==> src/hw/rtl/salc_pkg.sv <==
// Shared constants and handshake types for the set-associative LRU cache tag model.
// No dependencies; imported by salc_div and set_assoc_lru_cache_tag_model.
package salc_pkg;

    localparam int MAX_SETS   = 256;
    localparam int MAX_WAYS   = 8;
    localparam int ADDR_BITS  = 32;
    localparam int COUNT_BITS = 32;

    localparam int SET_BITS   = $clog2(MAX_SETS);
    localparam int WAY_BITS   = $clog2(MAX_WAYS);
    localparam int AGE_BITS   = WAY_BITS;
    localparam int LINE_BITS  = SET_BITS + WAY_BITS;
    localparam int DSR_BITS   = 13;
    localparam int SETS_W     = 9;
    localparam int WAYS_W     = 4;
    localparam int STEP_BITS  = $clog2(ADDR_BITS);

    // configuration register indexes
    localparam logic [1:0] CFG_BLOCK_BYTES = 2'd0;
    localparam logic [1:0] CFG_SETS_IN_USE = 2'd1;
    localparam logic [1:0] CFG_WAYS_IN_USE = 2'd2;

    typedef struct packed {
        logic                 start;
        logic [ADDR_BITS-1:0] dividend;
        logic [DSR_BITS-1:0]  divisor;
    } div_req_t;

    typedef struct packed {
        logic                 done;
        logic [ADDR_BITS-1:0] quotient;
        logic [DSR_BITS-1:0]  remainder;
    } div_rsp_t;

endpackage

==> src/hw/rtl/salc_div.sv <==
// Serial restoring divider, one quotient bit per cycle.
// Depends on salc_pkg for widths and the request/response structs.
module salc_div
    import salc_pkg::*;
(
    input  logic     clk,
    input  logic     rst_n,
    input  div_req_t req,
    output div_rsp_t rsp
);

    logic                 busy_reg;
    logic                 done_reg;
    logic [STEP_BITS-1:0] cnt_reg;
    logic [ADDR_BITS-1:0] dvd_reg;
    logic [DSR_BITS-1:0]  dsr_reg;
    logic [DSR_BITS-1:0]  rem_reg;

    logic [DSR_BITS:0]    trial;
    logic                 qbit;
    logic [DSR_BITS:0]    diff;

    always_comb
    begin
        trial = {rem_reg, dvd_reg[ADDR_BITS-1]};
        qbit  = (trial >= {1'b0, dsr_reg});
        diff  = trial - {1'b0, dsr_reg};
    end

    always_ff @(posedge clk or negedge rst_n)
    begin
        if (!rst_n)
        begin
            busy_reg <= 1'b0;
            done_reg <= 1'b0;
            cnt_reg  <= '0;
            dvd_reg  <= '0;
            dsr_reg  <= '0;
            rem_reg  <= '0;
        end
        else
        begin
            done_reg <= 1'b0;
            if (req.start)
            begin
                busy_reg <= 1'b1;
                cnt_reg  <= '0;
                dvd_reg  <= req.dividend;
                dsr_reg  <= req.divisor;
                rem_reg  <= '0;
            end
            else if (busy_reg)
            begin
                rem_reg <= qbit ? diff[DSR_BITS-1:0] : trial[DSR_BITS-1:0];
                dvd_reg <= {dvd_reg[ADDR_BITS-2:0], qbit};
                cnt_reg <= cnt_reg + 1'b1;
                if (cnt_reg == STEP_BITS'(ADDR_BITS - 1))
                begin
                    busy_reg <= 1'b0;
                    done_reg <= 1'b1;
                end
            end
        end
    end

    assign rsp.done      = done_reg;
    assign rsp.quotient  = dvd_reg;
    assign rsp.remainder = rem_reg;

endmodule

==> config.mk <==
export PLATFORM = sky130hd
export DESIGN_NAME = salc_div
export DESIGN_NICKNAME = d
export VERILOG_FILES = /design/src/hw/rtl/salc_pkg.sv /design/src/hw/rtl/salc_div.sv
export SDC_FILE = /design/constraint.sdc
export NUM_CORES = 1
export LEC_CHECK = 0
export BUFFER_PORTS_ARGS = -buffer_cell sky130_fd_sc_hd__buf_2
export CORE_UTILIZATION = 50
export DETAILED_ROUTE_END_ITERATION = 10
export PLACE_DENSITY = 0.76
export SYNTH_ARGS = -nofsm -noshare
export SYNTH_HDL_FRONTEND = slang
export SYNTH_SLANG_ARGS = --single-unit
==> constraint.sdc <==
create_clock -name clk -period 5.5 [get_ports clk]
set_input_delay 0.825 -clock clk [delete_from_list [all_inputs] [get_ports clk]]
set_output_delay 0.825 -clock clk [all_outputs]
set_load 0.02 [all_outputs]
# After elaboration in Yosys (flattened, before gate mapping)
# Cells that the tools add are included.
[op_classes] addsub=2 n_mul=0 div=0 order_cmp=1 eq_ne=1 shift=0 muxes=13 n_bitwise=0 n_reduce_logical=1
[op_table] cell="$mux 32" n=2
[op_table] cell="$mux 13" n=3
[op_table] cell="$ge 14x13->1" n=1
[op_table] cell="$sub 13x13->13" n=1
[op_table] cell="$mux 5" n=2
[op_table] cell="$mux 1" n=6
[op_table] cell="$add 5x1->5 const B" n=1
[op_table] cell="$eq 5x5->1 const B" n=1
[op_table] cell="$reduce_bool 2->1" n=1
[word_totals] ff_bits=65 latch_bits=0 ramBits=0 mem_bits_ro=0 memories=0

# Logic depth before layout (Yosys ltp)
[depth] depth_word=4 ltp_mapped=10 depth_no_buf=9

# Worst setup path after synthesis
# Ideal clock, no wire load.
[synth_timing] path_kind="flip-flop to flip-flop" start="register dvd_reg[31]" end="register rem_reg[12]" arrival_time_ps=2381 t_required_ps=5404 slack_ps=3024 path_stages_with_launch=11 n_path_buf=1 synth_period_minus_slack_ps=2476 path_cell_list="dfrtp_1 -> inv_1 -> ha_1 -> fa_1 -> nor2b_4 -> o31a_4 -> o31a_4 -> o31ai_4 -> buf_6 -> nand3_2 -> a311oi_2"
[synth_via] elab_chain_len=4
[synth_lines] item="from (decl)" line_no="salc_div.sv:15" text="logic [ADDR_BITS-1:0] dvd_reg;"
[synth_lines] item="from (signal assigned)" line_no="salc_div.sv:48" text="dvd_reg <= req.dividend;"
[synth_lines] item="from (signal assigned)" line_no="salc_div.sv:55" text="dvd_reg <= {dvd_reg[ADDR_BITS-2:0], qbit};"
[synth_lines] item="$sub 13x13->13 / $ge 14x13->1 (equally long branches)" line_no="salc_div.sv:27, salc_div.sv:26"
[synth_lines] item="$mux 13 (*)" line_no="salc_div.sv:54" text="rem_reg <= qbit ? diff[DSR_BITS-1:0] : trial[DSR_BITS-1:0];"
[synth_lines] item="$mux 13 (*)" line_no="salc_div.sv:52" text="else if (busy_reg)"
[synth_lines] item="$mux 13 (*)" line_no="salc_div.sv:44" text="if (req.start)"
[synth_lines] item="to (signal assigned)" line_no="salc_div.sv:54"
[synth_lines] item="to (decl)" line_no="salc_div.sv:17" text="logic [DSR_BITS-1:0] rem_reg;"
# Every way passes the cells marked *; elsewhere a longest branch is shown, timed or not. The select of a mux whose other input is x is not followed.
# A chain may end at the register's enable or synchronous reset.

# Worst setup path in the final report
[layout_timing] start="register dvd_reg[31]" end="register rem_reg[1]"
# Same word-level chain as after synthesis.

==> impl_metrics.tcl <==
set metrics [dict create \
    synthFlopType "dfrtp_1" \
    setup-tns-final_ns 0 \
    dp.final_hpwl_um 5630 \
    die_w_um 87.7 \
    ioPinCount 94 \
    n_antenna_cell 0 \
    syn_nets 447 \
    yosys_warnings 0 \
    critPathMaxFanout 13 \
    cts_resized 0 \
    drtPass1Iterations 4 \
    via_per_inst 5.40 \
    die_area_sq_um 7690 \
    gr-total-overflow 0 \
    synth.avg_cell_area_sq_um 9.59 \
    io_buffers 93 \
    slew_violations 0 \
    worst_slack_ns 2.69 \
    grt_max_degree 113 \
    wl_um 8170 \
    clk_pin_slew_ns 0.07 \
    post-cts-setup-buffers 0 \
    final.fill_count 631 \
    htree_levels 3 \
    place_congestion 0.879 \
    clock_skew_ns 0.00767 \
    yosysMostFrequentCell "dfrtp_1" \
    finalPower_mw 1.88 \
    maxCapViolCount 0 \
    hold_buffers 0 \
    rsz0062_at_grt "false" \
    ys_ff_latch 65 \
    clk_path_buf_depth 2 \
    grt_pass1_vias 2867 \
    postSynthCellCount 383 \
    drc 0 \
    required_ns 5.73 \
    synth_edf_count 0 \
    wl_per_cell_um 14.4 \
    synthArstFlopShare_pct 100 \
    clk-insertion-delay-late_ns 0.33 \
    syn_to_final_growth_pct 18.1 \
    hold_class "reg -> reg" \
    grt_use_total_pct 22.3 \
    synth_cell_type_count 52 \
    grt_pass1_wl_um 13400 \
    initial_core_util_pct 52.9 \
    fmax_ghz 0.355 \
    holdWs_ns 0.524 \
    p_leak_nw 2.31 \
    cts.sinks 65 \
    path_class "reg -> reg" \
    nets 529 \
    antenna_found_initial 0 \
    vdd_drop_max_uv 191 \
    drtIter0Drc 196 \
    drive_gt1_share_pct 26.6 \
    hold_viol_final 0 \
    pre_cts_ws_ns 2.70 \
    finalSetupViolCount 0 \
    worstSetupStartpointType "flop" \
    setup.worst_path.end_class "flop" \
    max_slew.worst_pin.slew_ns 1.03 \
    yosysSeqAreaShare_pct 44.3 \
    ctsRootBufferMaster "clkbuf_8" \
    timing.final.crit_share_pct 51.2 \
    synth_area_sq_um 3670 \
    vias 3055 \
    synth_top_cells_by_count "65 x dfrtp_1, 49 x nand2_1, 40 x o21ai_1, 33 x mux2i_1, 25 x nor2_1" \
    cts_tree "yes" \
    core-area_sq_um 6940 \
    status "finished clean" \
    numCtsBuffers 9 \
    synth.largest_area_cell "dfrtp_1" \
    synth_top_cell_area_share_pct 44.3 \
    fp.dieH_um 87.7 \
    arrival_ns 3.04 \
    finish.utilization_pct 62.4 \
    slew_headroom_pct 31.0 \
    period_minus_slack_ns 2.81 \
    power.density_nw_per_um2 435 \
    synth.area.top_cells "dfrtp_1 44%, mux2i_1 9.0%, o21ai_1 5.5%" \
    ant_nets 0 \
    num_rows 30 \
    largest_register_ffs 32 \
]
report_power, final:
| part | switching, mW | internal, mW | total (mW) | leakage (nW) |
|---|---|---|---|---|
| Sequential | 0.0753 | 0.557 | 0.632 | 0.812 |
| Combinational | 0.531 | 0.375 | 0.907 | 1.41 |
| Clock | 0.185 | 0.160 | 0.345 | 0.0818 |
worst max-delay path, stage by stage, from the launching register on:
cell,delay [ns]
dfrtp_1,0.39
inv_1,0.09
ha_1,0.20
fa_1,0.28
nor2b_4,0.06
o31a_4,0.31
o31a_4,0.31
o31ai_4,0.61
nand3_1,0.17
a311oi_2,0.28
path summary, 6_finish.rpt:
check                                  from          to  slack [ns]  depth (start not counted)
min in group asynchronous             rst_n  dsr_reg[4]        0.65                          2
worst min-delay path             dsr_reg[0]  dsr_reg[0]        0.52                          1
worst max register to register  dvd_reg[31]  rem_reg[1]        2.69                          9
worst max-delay path            dvd_reg[31]  rem_reg[1]        2.69                          9
max in group asynchronous             rst_n    busy_reg        4.27                          2
worst min register to register   dsr_reg[0]  dsr_reg[0]        0.52                          1
cell families after synthesis:
family	after synthesis	synth area share [%]
flops	65	44.3
buf+inv	42	4.67
xor+xnor	9	2.15
compound gates	108	20.6
fa+ha+maj	16	5.66
mux	34	9.30
simple gates	109	13.4
metal layers:
layer  part of all wire [%]  global-route usage [%]  up-vias
met5                      0                       0        -
met4                    1.2                    7.45        0
met3                    5.8                    5.28       12
met2                     46                    33.5      101
met1                     47                    31.6     1423
li1                       -                       -     1519
layout by cell type (no fill, tap or decap), types with 4 or more instances in the layout:
| cell type | count |
|---|---|
| a21oi_1 | 10 |
| o21ai_0 | 17 |
| dfrtp_1 | 64 |
| a311oi_2 | 7 |
| nand3_1 | 11 |
| nor2_1 | 25 |
| ha_1 | 15 |
| clkinv_2 | 4 |
| a21o_1 | 4 |
| nor3_1 | 6 |
| inv_1 | 17 |
| clkbuf_8 | 9 |
| buf_2 | 92 |
| nand2_1 | 49 |
| o21a_1 | 4 |
| mux2i_1 | 33 |
| o21ai_1 | 40 |
| xnor2_1 | 6 |
| o31ai_1 | 4 |
stage by stage:
step	instance area, sq um	cells
3_5_place_dp	4170	550
6_report	4340	566
2_1_floorplan	3670	383
4_1_cts	4340	566
5_1_grt	4340	566
3_3_place_gp	4170	550
cell type report:
type / instances / area (sq um) / area share, %
well taps: 96 / 120 / 2.77
clock buffers: 10 / 128 / 2.94
inverters: 18 / 67.6 / 1.56
multi-input cells: 276 / 1870 / 43.2
flip-flops and latches: 65 / 1630 / 37.5
repair buffers: 95 / 483 / 11.1
clock inverters: 6 / 35.0 / 0.808
Power figures use the tool's default switching activity.
